===== config.mk =====
export PLATFORM = sky130hd
export DESIGN_NAME = charlieplex_led_effect_sequencer_unit
export DESIGN_NICKNAME = d
export VERILOG_FILES = /design/src/rtl/cles_pkg.sv /design/src/rtl/cles_regs.sv /design/src/rtl/cles_step.sv /design/src/rtl/charlieplex_led_effect_sequencer_unit.sv
export SDC_FILE = /design/constraint.sdc
export NUM_CORES = 1
export LEC_CHECK = 0
export ABC_AREA = 1
export BUFFER_PORTS_ARGS = -buffer_cell sky130_fd_sc_hd__clkbuf_2
export CORE_MARGIN = 8
export CORE_UTILIZATION = 43
export DETAILED_ROUTE_END_ITERATION = 12
export PLACE_DENSITY = 0.74
export SETUP_SLACK_MARGIN = 0.2
export SYNTH_ARGS = -nofsm -noshare
export SYNTH_HDL_FRONTEND = slang
export SYNTH_SLANG_ARGS = --single-unit

===== constraint.sdc =====
create_clock -name clk -period 8.45 [get_ports clk]
set_input_delay 0.4225 -clock clk [delete_from_list [all_inputs] [get_ports clk]]
set_output_delay 0.4225 -clock clk [all_outputs]
set_load 0.03 [all_outputs]

===== src/rtl/cles_pkg.sv =====
// Shared types, constants and helper functions of the charlieplex LED effect sequencer.
package cles_pkg;

  localparam logic [7:0] LOW_LEVEL  = 8'd20;
  localparam logic [7:0] FULL_LEVEL = 8'd255;
  localparam logic [2:0] FIRST_LED  = 3'd1;
  localparam logic [2:0] LAST_LED   = 3'd6;
  localparam logic [2:0] SNAKE_TURN = 3'd5;
  localparam logic [2:0] SNAKE_STOP = 3'd2;

  localparam int ApbAddrWidth = 4;
  localparam int ApbDataWidth = 32;

  typedef enum logic [1:0] {
    MODE_BLINK  = 2'd0,
    MODE_SNAKE  = 2'd1,
    MODE_XFADE  = 2'd2,
    MODE_CIRCLE = 2'd3
  } mode_t;

  typedef enum logic [1:0] {
    REG_MODE   = 2'd0,
    REG_STEP   = 2'd1,
    REG_DELAY  = 2'd2,
    REG_CIRCLE = 2'd3
  } reg_idx_t;

  typedef enum logic [1:0] {
    DRV_HIZ = 2'd0,
    DRV_LOW = 2'd1,
    DRV_PWM = 2'd2
  } drive_t;

  typedef struct packed {
    drive_t a;
    drive_t b;
    drive_t c;
  } pins_t;

  typedef struct packed {
    mode_t       mode;
    logic [7:0]  level_step;
    logic [15:0] delay_ticks;
    logic [7:0]  circle_level;
    logic        mode_wr;    // effect_mode written this cycle
    mode_t       mode_new;   // value being written
  } cfg_t;

  typedef struct packed {
    logic [15:0] countdown;
    logic        section;    // snake: 0 forward, 1 backward
    logic [2:0]  led;
    logic [7:0]  level;
    logic        rising;
    logic        second;     // cross-fade: next LED's half is due
  } seq_state_t;

  typedef struct packed {
    logic [2:0] segment_index;
    logic [7:0] duty;
    pins_t      pins;
    logic       pass_end;
  } result_t;

  function automatic seq_state_t restart_state(mode_t m);
    seq_state_t st;
    st.countdown = 16'd0;
    st.section   = 1'b0;
    st.led       = FIRST_LED;
    st.level     = (m == MODE_XFADE) ? FULL_LEVEL : LOW_LEVEL;
    st.rising    = 1'b1;
    st.second    = 1'b0;
    return st;
  endfunction

  function automatic pins_t pin_map(logic [2:0] led);
    pins_t p;
    case (led)
      3'd2:    p = '{DRV_PWM, DRV_LOW, DRV_HIZ};
      3'd3:    p = '{DRV_HIZ, DRV_LOW, DRV_PWM};
      3'd4:    p = '{DRV_HIZ, DRV_PWM, DRV_LOW};
      3'd5:    p = '{DRV_LOW, DRV_HIZ, DRV_PWM};
      3'd6:    p = '{DRV_PWM, DRV_HIZ, DRV_LOW};
      default: p = '{DRV_LOW, DRV_PWM, DRV_HIZ};
    endcase
    return p;
  endfunction

endpackage


===== src/rtl/cles_regs.sv =====
// APB configuration register bank of the LED effect sequencer.
module cles_regs
  import cles_pkg::*;
(
  input  logic                    clk,
  input  logic                    rst,
  input  logic                    psel,
  input  logic                    penable,
  input  logic                    pwrite,
  input  logic [ApbAddrWidth-1:0] paddr,
  input  logic [ApbDataWidth-1:0] pwdata,
  output logic [ApbDataWidth-1:0] prdata,
  output logic                    pready,
  output cfg_t                    cfg
);

  mode_t       mode;
  logic [7:0]  level_step;
  logic [15:0] delay_ticks;
  logic [7:0]  circle_level;
  reg_idx_t    idx;
  logic        wr;

  assign pready = 1'b1;
  assign idx    = reg_idx_t'(paddr[3:2]);
  assign wr     = psel & penable & pwrite & pready;

  always_ff @(posedge clk) begin
    if (rst) begin
      mode         <= MODE_XFADE;
      level_step   <= 8'd1;
      delay_ticks  <= 16'd2;
      circle_level <= FULL_LEVEL;
    end else if (wr) begin
      unique case (idx)
        REG_MODE:   mode         <= mode_t'(pwdata[1:0]);
        REG_STEP:   level_step   <= pwdata[7:0];
        REG_DELAY:  delay_ticks  <= pwdata[15:0];
        REG_CIRCLE: circle_level <= pwdata[7:0];
        default:    ;
      endcase
    end
  end

  always_comb begin
    unique case (idx)
      REG_MODE:   prdata = {30'd0, mode};
      REG_STEP:   prdata = {24'd0, level_step};
      REG_DELAY:  prdata = {16'd0, delay_ticks};
      REG_CIRCLE: prdata = {24'd0, circle_level};
      default:    prdata = '0;
    endcase
  end

  always_comb begin
    cfg.mode         = mode;
    cfg.level_step   = level_step;
    cfg.delay_ticks  = delay_ticks;
    cfg.circle_level = circle_level;
    cfg.mode_wr      = wr && (idx == REG_MODE);
    cfg.mode_new     = mode_t'(pwdata[1:0]);
  end

endmodule


===== src/rtl/cles_step.sv =====
// Combinational tick logic: countdown, effect sequencing and step result.
module cles_step
  import cles_pkg::*;
(
  input  seq_state_t cur,
  input  cfg_t       cfg,
  input  logic       restart,
  output seq_state_t nxt,
  output logic       fire,
  output result_t    res
);

  seq_state_t st;
  logic [7:0] s;
  logic [8:0] low_s;
  logic [8:0] sum;
  logic [2:0] led;
  logic [2:0] led_wrap;
  logic [7:0] lvl;
  logic       fall_end;
  logic [7:0] adv_level;
  logic       adv_rising;
  logic       adv_done;
  logic [2:0] out_led;
  logic [7:0] out_duty;
  logic       out_end;

  always_comb begin
    st       = restart ? restart_state(cfg.mode) : cur;
    s        = (cfg.level_step == 8'd0) ? 8'd1 : cfg.level_step;
    low_s    = {1'b0, LOW_LEVEL} + {1'b0, s};
    led      = (st.led < FIRST_LED || st.led > LAST_LED) ? FIRST_LED : st.led;
    led_wrap = (led == LAST_LED) ? FIRST_LED : led + 3'd1;
    lvl      = st.level;
    sum      = {1'b0, lvl} + {1'b0, s};
    fall_end = ({1'b0, lvl} <= low_s);

    // one ramp move: rise to full, then fall back to the low level
    if (st.rising) begin
      adv_level  = (sum >= {1'b0, FULL_LEVEL}) ? FULL_LEVEL : sum[7:0];
      adv_rising = (sum < {1'b0, FULL_LEVEL});
      adv_done   = 1'b0;
    end else if (fall_end) begin
      adv_level  = LOW_LEVEL;
      adv_rising = 1'b1;
      adv_done   = 1'b1;
    end else begin
      adv_level  = lvl - s;
      adv_rising = 1'b0;
      adv_done   = 1'b0;
    end

    nxt      = st;
    fire     = 1'b0;
    out_led  = led;
    out_duty = lvl;
    out_end  = 1'b0;

    if (st.countdown != 16'd0) begin
      nxt.countdown = st.countdown - 16'd1;
    end else begin
      fire          = 1'b1;
      nxt.countdown = (cfg.delay_ticks == 16'd0) ? 16'd0 : cfg.delay_ticks - 16'd1;
      case (cfg.mode)
        MODE_BLINK: begin
          out_end = !st.rising && (led == LAST_LED) && fall_end;
          nxt.led = led_wrap;
          if (led == LAST_LED) begin
            nxt.level  = adv_level;
            nxt.rising = adv_rising;
          end
        end
        MODE_SNAKE: begin
          out_end    = adv_done && st.section && (led == SNAKE_STOP);
          nxt.led    = led;
          nxt.level  = adv_level;
          nxt.rising = adv_rising;
          if (adv_done) begin
            if (!st.section) begin
              if (led < LAST_LED) begin
                nxt.led = led + 3'd1;
              end else begin
                nxt.section = 1'b1;
                nxt.led     = SNAKE_TURN;
              end
            end else begin
              if (led > SNAKE_STOP) begin
                nxt.led = led - 3'd1;
              end else begin
                nxt.section = 1'b0;
                nxt.led     = FIRST_LED;
              end
            end
          end
        end
        MODE_XFADE: begin
          nxt.led = led;
          if (!st.second) begin
            nxt.second = 1'b1;
          end else begin
            out_led    = led_wrap;
            out_duty   = FULL_LEVEL - lvl;
            out_end    = (lvl < s) && (led == LAST_LED);
            nxt.second = 1'b0;
            if (lvl < s) begin
              nxt.level = FULL_LEVEL;
              nxt.led   = led_wrap;
            end else begin
              nxt.level = lvl - s;
            end
          end
        end
        default: begin
          out_duty = cfg.circle_level;
          out_end  = (led == LAST_LED);
          nxt.led  = led_wrap;
        end
      endcase
    end

    res.segment_index = out_led;
    res.duty          = out_duty;
    res.pins          = pin_map(out_led);
    res.pass_end      = out_end;
  end

endmodule


===== src/rtl/charlieplex_led_effect_sequencer_unit.sv =====
// Top level of the charlieplex LED effect sequencer: state, result register, APB port.
//
// Usage
//   Slave stream (s_*): one transfer is one time tick; s_tdata bit 0 is restart.
//   Master stream (m_*): one transfer per emitted lighting step for six LEDs on
//   three pins: LED index, PWM duty and the drive of each pin; m_tlast marks the
//   last step of a full effect pass.
//   APB port: effect_mode at 0x0, level_step at 0x4, delay_ticks at 0x8,
//   circle_level at 0xC. Write registers only while the streams are idle.
//   Writing effect_mode restarts the effect position but keeps the tick count.
// Timing
//   A tick that emits a step shows its result in the cycle after its transfer.
//   One tick per cycle is taken unless the step stream stalls: the whole sequencer
//   update is one pass of logic between the state registers and the result register.
//   A step is emitted on a tick whose countdown is zero, then delay_ticks - 1 ticks
//   pass before the next one, none for zero (restart clears the countdown at once).
// Reset and stall
//   Reset empties the result register and starts cross-fade mode at full level.
//   While a result waits and m_tready is low, s_tready drops and ticks hold.
module charlieplex_led_effect_sequencer_unit
  import cles_pkg::*;
(
  input  logic                    clk,
  input  logic                    rst,
  // tick stream
  input  logic                    s_tvalid,
  output logic                    s_tready,
  input  logic [7:0]              s_tdata,   // [0] restart, [7:1] zero
  // step stream
  output logic                    m_tvalid,
  input  logic                    m_tready,
  output logic [23:0]             m_tdata,   // [2:0] segment_index, [10:3] duty,
                                             // [12:11] pin_a_drive, [14:13] pin_b_drive,
                                             // [16:15] pin_c_drive, [23:17] zero
  output logic                    m_tlast,   // pass_end
  // configuration
  input  logic                    psel,
  input  logic                    penable,
  input  logic                    pwrite,
  input  logic [ApbAddrWidth-1:0] paddr,
  input  logic [ApbDataWidth-1:0] pwdata,
  output logic [ApbDataWidth-1:0] prdata,
  output logic                    pready
);

  cfg_t       cfg;
  seq_state_t state;
  seq_state_t state_next;
  seq_state_t mode_start;
  result_t    step_res;
  result_t    out_res;
  logic       fire;
  logic       accept;

  cles_regs u_regs (
    .clk     (clk),
    .rst     (rst),
    .psel    (psel),
    .penable (penable),
    .pwrite  (pwrite),
    .paddr   (paddr),
    .pwdata  (pwdata),
    .prdata  (prdata),
    .pready  (pready),
    .cfg     (cfg)
  );

  cles_step u_step (
    .cur     (state),
    .cfg     (cfg),
    .restart (s_tdata[0]),
    .nxt     (state_next),
    .fire    (fire),
    .res     (step_res)
  );

  // take a tick whenever the result register is empty or being drained
  assign s_tready = !m_tvalid || m_tready;
  assign accept   = s_tvalid && s_tready;

  // a mode write restarts the effect but keeps the tick countdown
  always_comb begin
    mode_start           = restart_state(cfg.mode_new);
    mode_start.countdown = state.countdown;
  end

  always_ff @(posedge clk) begin
    if (rst) begin
      state <= restart_state(MODE_XFADE);
    end else if (accept) begin
      state <= state_next;
    end else if (cfg.mode_wr) begin
      state <= mode_start;
    end
  end

  always_ff @(posedge clk) begin
    if (rst) begin
      m_tvalid <= 1'b0;
    end else if (accept) begin
      m_tvalid <= fire;
    end else if (m_tready) begin
      m_tvalid <= 1'b0;
    end
  end

  // load the result only for ticks that emit a step
  always_ff @(posedge clk) begin
    if (accept && fire) begin
      out_res <= step_res;
    end
  end

  assign m_tdata = {7'd0, out_res.pins.c, out_res.pins.b, out_res.pins.a,
                    out_res.duty, out_res.segment_index};
  assign m_tlast = out_res.pass_end;

`ifndef ASSERT_OFF
  a_led_range: assert property (@(posedge clk) disable iff (rst)
    m_tvalid |-> (m_tdata[2:0] >= FIRST_LED) && (m_tdata[2:0] <= LAST_LED))
    else $error("segment index out of range");

  a_one_pwm: assert property (@(posedge clk) disable iff (rst)
    m_tvalid |-> $countones({m_tdata[12:11] == DRV_PWM, m_tdata[14:13] == DRV_PWM,
                             m_tdata[16:15] == DRV_PWM}) == 1)
    else $error("not exactly one PWM pin");

  a_restart_emits: assert property (@(posedge clk) disable iff (rst)
    (s_tvalid && s_tready && s_tdata[0]) |=> m_tvalid)
    else $error("restart tick gave no step");

  a_ready_when_empty: assert property (@(posedge clk) disable iff (rst)
    !m_tvalid |-> s_tready)
    else $error("tick stalled with empty result register");
`endif

endmodule


# Yosys cells after proc, flatten, opt, wreduce, memory -nomap -nowiden

Cells that the tools add are included.
Widths: inputs -> output; s select.

Output and inout bits: 60
Bits of input ports: 51
Register bits: 83

Reduce and logical (&&, ||, !) cells: 24
$add $sub $neg: 8
Bitwise logic cells: 2
$lt $le $gt $ge: 8
Equal/unequal tests: 13
Multiplexer cells: 46

Operator list:

| operator              | count |
|---|---|
| $pmux 32 s4           | 1 |
| $mux 8                | 9 |
| $mux 30               | 2 |
| $mux 16               | 2 |
| $sub 16x1->16 const B | 2 |
| $pmux 6 s5            | 1 |
| $mux 14               | 2 |
| $mux 3                | 8 |
| $pmux 8 s3            | 1 |
| $logic_not 16->1      | 1 |
| $pmux 8 s2            | 1 |
| $reduce_bool 16->1    | 1 |
| $eq 3x3->1 const B    | 4 |
| $mux 1                | 12 |
| $mux 11               | 1 |
| $add 5x8->9 const A   | 1 |
| $add 8x8->9           | 1 |
| $eq 3x2->1 const B    | 3 |
| $ge 9x8->1 const B    | 1 |
| $le 8x9->1            | 1 |
| $lt 9x8->1 const B    | 1 |
| $mux 9                | 1 |
| $eq 2x2->1 const B    | 4 |
| $logic_and 1x1->1     | 8 |
| 22 further kinds      | 32 |

# Longest topological paths before layout

Word-level depth: 13
Depth in mapped cells: 24

# Modules after synthesis

From an unflattened synthesis, not the netlist that was laid out.

Cell total of the unflattened synthesis: 1,082
Area, all modules: 6,945.4 um2

Modules (own cells, without submodules):

| module                                | seq. area each (um2) | area each (um2) | instances | cells each |
|---|---|---|---|---|
| cles_step                             | 0.0                  | 3,260.6         | 1         | 616 |
| charlieplex_led_effect_sequencer_unit | 1,161.1              | 1,854.3         | 1         | 191 |
| cles_regs                             | 680.7                | 1,830.5         | 1         | 275 |

# Worst setup path before layout

Ideal clock, no wire load.

Path kind: input to register
Start point: in s_tdata[0]
End point: reg out_res (netlist bit m_tlast) (data pin)
Data arrival time: 2,789 ps
Library setup time: 261 ps
Setup slack: 5,401 ps
Buffers on the path: 2
Cell stages on the path: 19
Path through: inv_2 -> buf_6 -> clkbuf_1 -> a21oi_1 -> inv_1 -> ha_1 -> nand2_1 -> nand2_1 -> nand2_1 -> nand2_1 -> nand2_1 -> nand2_1 -> nand2_1 -> nand2_1 -> nand2_1 -> nand2_1 -> inv_1 -> a211oi_1 -> o21ai_0

Cells in the longest elaborated chain, start to end: 8
Elaborated cells on any way between the ends: 20

RTL lines:

| item                                               | RTL line                                     | RTL |
|---|---|---|
| from (decl)                                        | charlieplex_led_effect_sequencer_unit.sv:28  | `input logic [7:0] s_tdata,` |
| $mux 30 *                                          | cles_step.sv:29                              | `st = restart ? restart_state(cfg.mode) : cur;` |
| branches (longest 7 deep; another with $le 8x9->1) | n/a                                          |  |
| to (signal assigned)                               | charlieplex_led_effect_sequencer_unit.sv:110 | `out_res <= step_res;` |
| to (decl)                                          | charlieplex_led_effect_sequencer_unit.sv:51  | `result_t out_res;` |

Mark *: on every way between the ends.
A chain may end at the register's enable or synchronous reset.

# Final worst setup path

Start point: reg u_regs.mode[0]
End point: reg out_res (netlist bit m_tlast) (data pin)

Cells in the longest elaborated chain, start to end: 9
Elaborated cells on any way between the ends: 15

RTL lines:

| item                            | RTL line                        | RTL |
|---|---|---|
| from (decl)                     | cles_regs.sv:17                 | `mode_t mode;` |
| from (signal assigned)          | cles_regs.sv:36                 | `REG_MODE: mode <= mode_t'(pwdata[1:0]);` |
| $eq 2x2->1                      | cles_pkg.sv:70, cles_step.sv:64 |  |
| $mux 8                          | cles_pkg.sv:70                  | `st.level = (m == MODE_XFADE) ? FULL_LEVEL : LOW_LEVEL;` |
| $mux 30                         | cles_step.sv:29                 |  |
| $le 8x9->1                      | cles_step.sv:36                 | `fall_end = ({1'b0, lvl} <= low_s);` |
| $mux 1                          | cles_step.sv:43                 | `end else if (fall_end) begin` |
| $mux 1                          | cles_step.sv:39                 | `if (st.rising) begin` |
| $logic_and 1x1->1 (2 in series) | cles_step.sv:74                 | `out_end = adv_done && st.section && (led == SNAKE_STOP);` |
| $pmux 1 s3 *                    | cles_step.sv:64                 | `case (cfg.mode)` |

Every way passes the cells marked *; elsewhere a longest branch is shown, timed or not.

==> summary.md <==
| Metric | Value |
|---|---|
| Status | finished, final reports clean |
| Synth cell count leaders | nand2_1 (219), inv_1 (123), o21ai_0 (88) |
| First-pass GRT wire length | ~30 mm |
| CTS resizes | 0 |
| Post-route ant nets | 0 |
| Syn. warnings | 0 |
| DRC | 0 |
| Diodes inserted | 0 |
| Die ar. | between 15000 and 20000 um^2 |
| Critical path peak fanout | 8 |
| Mapped cell area | around 6600 um^2 |
| CP Data Arrival Time | roughly 4 ns |
| Worst path depth | 20 |
| Cell taking the most area after synthesis | dfxtp_1 |
| Top delay family on crit path | simple AND/OR/NAND/NOR gates |
| Clk slew on worst S/H paths | approximately 0.070 ns |
| CTS Buffer Depth | 2 |
| Clock power frac | 0.281 |
| Post-synth EDFFs | 18 |
| DR pass1 iterations | 7 |
| Int Power | slightly above 0.8 mW |
| Fin crit share | 0.466 |
| Tot GR Track Use | 0.183 |
| CP Launch Point | u_regs.mode[0] |
| Async SR Flop Fraction | 0 |
| Most frequent cell after synthesis | nand2_1 |
| Crit-path slowest cell | a21oi_1 |
| R2r startpoint | u_regs.mode[0] |
| CTS buffer count | 9 |
| Synthesized instance count | ~1000 |
| Rel. slew slack | 0.381 |
| Cell area after layout | slightly above 7000 um^2 |
| Fin util | 0.474 |
| Max Clock Skew | approximately 0.0087 ns |
| Worst path bufs/invs | 4 |
| Startpoint types | flop |
| Crit Reg-Reg Endpoint | m_tlast |
| Worst slew pin tran | around 0.93 ns |
| Sw frac | 0.396 |
| Core area | 15100 um^2 |
| Setup TNS | 0 ns |
| Avg Vias per Cell | 5.42 |
| Die height | between 100 and 150 um |
| Clock sinks | 83 |
| Layout cell share with drive strength beyond 1 | 0.112 |
| Chip width | roughly 140 um |
| Root Buffer | clkbuf_16 |
| Gate power share | 0.364 |
| FF+latch count, synth | between 80 and 90 |
| NumNets Final | 1101 |
| Slew Viols, Final | 0 |
| Ys flop type | dfxtp_1 |
| Pwr dens | between 150 and 200 nW/um^2 |
| Pleak | ~3.3 nW |
| Max-cap viol count | 0 |
| Avg Cell Area, Syn | about 6.7 um^2 |
| Worst skew pair latency | around 0.34 ns |
| Crit path to | m_tlast |
| Initial DRC count | between 500 and 600 |
| Top cells by area, synth | dfxtp_1 (20%), nand2_1 (13%), edfxtp_1 (8.2%), inv_1 (7.0%), o21ai_0 (6.7%) |
| VDD IR max | between 0.1 and 0.15 mV |
| Core Rows | 45 |
| Largest net degree at the start of global routing | just over 50 |
| Most Frequent Cell on Critical Path | nand2_1 |
| Sequential share of the synthesized area | 0.281 |
| Hold Vio Cnt, Final | 0 |
| Gr ovfl total | 0 |
| CP Capture Type | flop |
| F_max | between 200 and 300 MHz |
| Worst reg2reg path depth | 20 |
| Port bufs | 61 |
| RSZ-0062 raised after global routing | false |
| Area Growth Syn to Fin | 9.03% |
| Fin crit period | about 3.9 ns |
| Top cell type's share of synthesized area | 0.198 |
| DP HPWL | about 14 mm |
| Vias in the first global route | between 5000 and 6000 |
| Kind of critical path | flop to flop |
| Vias | 6541 |
| Routed len/inst | 14.9 um |
| CTS tree | done |
| Cell Area, Placed | 6870 um^2 |
| Cts hold-fix bufs | 0 |
| Starting Density | 0.435 |
| Post-Route WL | between 15 and 20 mm |
| Switching power | about 0.53 mW |
| Worst-path cell chain | inv_1, ha_1, nand2_1, inv_1, a21oi_1, inv_1, ha_1, nand2_1, nand2_1, nand2_1, nand2_1, nand2_1, nand2_1, nand2_1, nand2_1, nand2_1, nand2_1, inv_1, a211oi_1, o21ai_0 |
| HP Class | input pin to flop |
| Final setup violation count | 0 |
| GP Congestion | 0.951 |
| CP required | 8.53 ns |
| Setup fix buffers added after clock tree synthesis | 0 |
| Initial antenna violation count | 0 |
| H-tree Lvls | 3 |
| IO Count | 111 |
| Sequential share of power | 0.355 |
| R2R setup slack | about 4.5 ns |
| Worst path max stage delay | 0.46 ns |
| Distinct cell type count after synthesis | between 40 and 50 |
-- per-stage QoR --
stage                     instances  power [mW]  hold WS (ns)  setup slack [ns]
after floorplan                 999       0.863         0.437              5.40
after global placement         1191       0.957         0.449              4.54
after detailed placement       1191       0.963         0.456              4.49
after CTS                      1207        1.34         0.329              4.57
after global routing           1207        1.42         0.340              4.09
final                          1207        1.34         0.331              4.51
-- metal layers --
| layer | wire (um) | track usage | part of all wire |
|---|---|---|---|
| met1 | 8460 | 0.252 | 0.47 |
| met2 | 7830 | 0.287 | 0.43 |
| met3 | 1430 | 0.0318 | 0.079 |
| met4 | 289 | 0.0537 | 0.016 |
| met5 | 0 | 0 | 0 |
-- power by group through the flow --
stage	logic [mW]	clock network, mW	registers (mW)
3_3_place_gp	0.475	0	0.482
2_1_floorplan	0.359	0	0.504
5_1_grt	0.541	0.396	0.479
4_1_cts	0.484	0.381	0.475
3_5_place_dp	0.480	0	0.483
6_report	0.487	0.377	0.475
-- worst reg2reg max path: cells and delay by family, from the launching register on --
family	cells	cell delay [ns]
flip-flops	1	0.41
buffers and inverters	4	0.67
AND/OR/NAND/NOR	11	1.16
AO/OA/AOI/OAI	3	0.78
adder cells (fa/ha/maj)	2	0.68
-- cells by family (layout without fill, tap and decap cells) --
family / after synthesis / in the layout / synth area share
buffers and inverters: 189 / 209 / 0.124
AND/OR/NAND/NOR: 419 / 419 / 0.291
AO/OA/AOI/OAI: 218 / 218 / 0.189
adder cells (fa/ha/maj): 36 / 36 / 0.0709
other: 2 / 24 / 0.00114
XOR/XNOR: 30 / 30 / 0.0429
flip-flops: 83 / 83 / 0.281
-- worst min path at each step --
stage	from	to	slack, ns	depth (start not counted)
floorplan	state[9]	state[9]	0.44	2
global placement	state[5]	state[5]	0.45	2
detailed placement	state[7]	state[7]	0.46	2
CTS	pwdata[2]	u_regs.circle_level[2]	0.33	3
global route	pwdata[2]	u_regs.circle_level[2]	0.34	3
finish	pwdata[2]	u_regs.circle_level[2]	0.33	3
-- cell usage in the layout, fill, tap and decap left out, types with 23 or more instances in the layout --
cell and n:
nand2_1 219, inv_1 123, o21ai_0 88, nor2_1 73
a21oi_1 73, nand3_1 67, dfxtp_1 65, clkbuf_2 61
ha_1 34, conb_1 24, nand4_1 23
-- state kept, by name, summed over array words and instances, names as in the netlist --
name	flops
m_tdata	17
m_tlast	1
m_tvalid	1
mode_start	16
state	14
u_regs.circle_level	8
u_regs.delay_ticks	16
u_regs.level_step	8
u_regs.mode	2
-- area by class of cell --
cell class	instances	area [um^2]
Inverter	130	488
Multi-Input combinational cell	727	3990
Clock inverter	7	58.8
Timing Repair Buffer	63	320
Sequential cell	83	1840
Clock buffer	9	225
Tap cell	188	235
Fill cell	1571	7930
No activity file was read; power rests on OpenSTA's default activity.
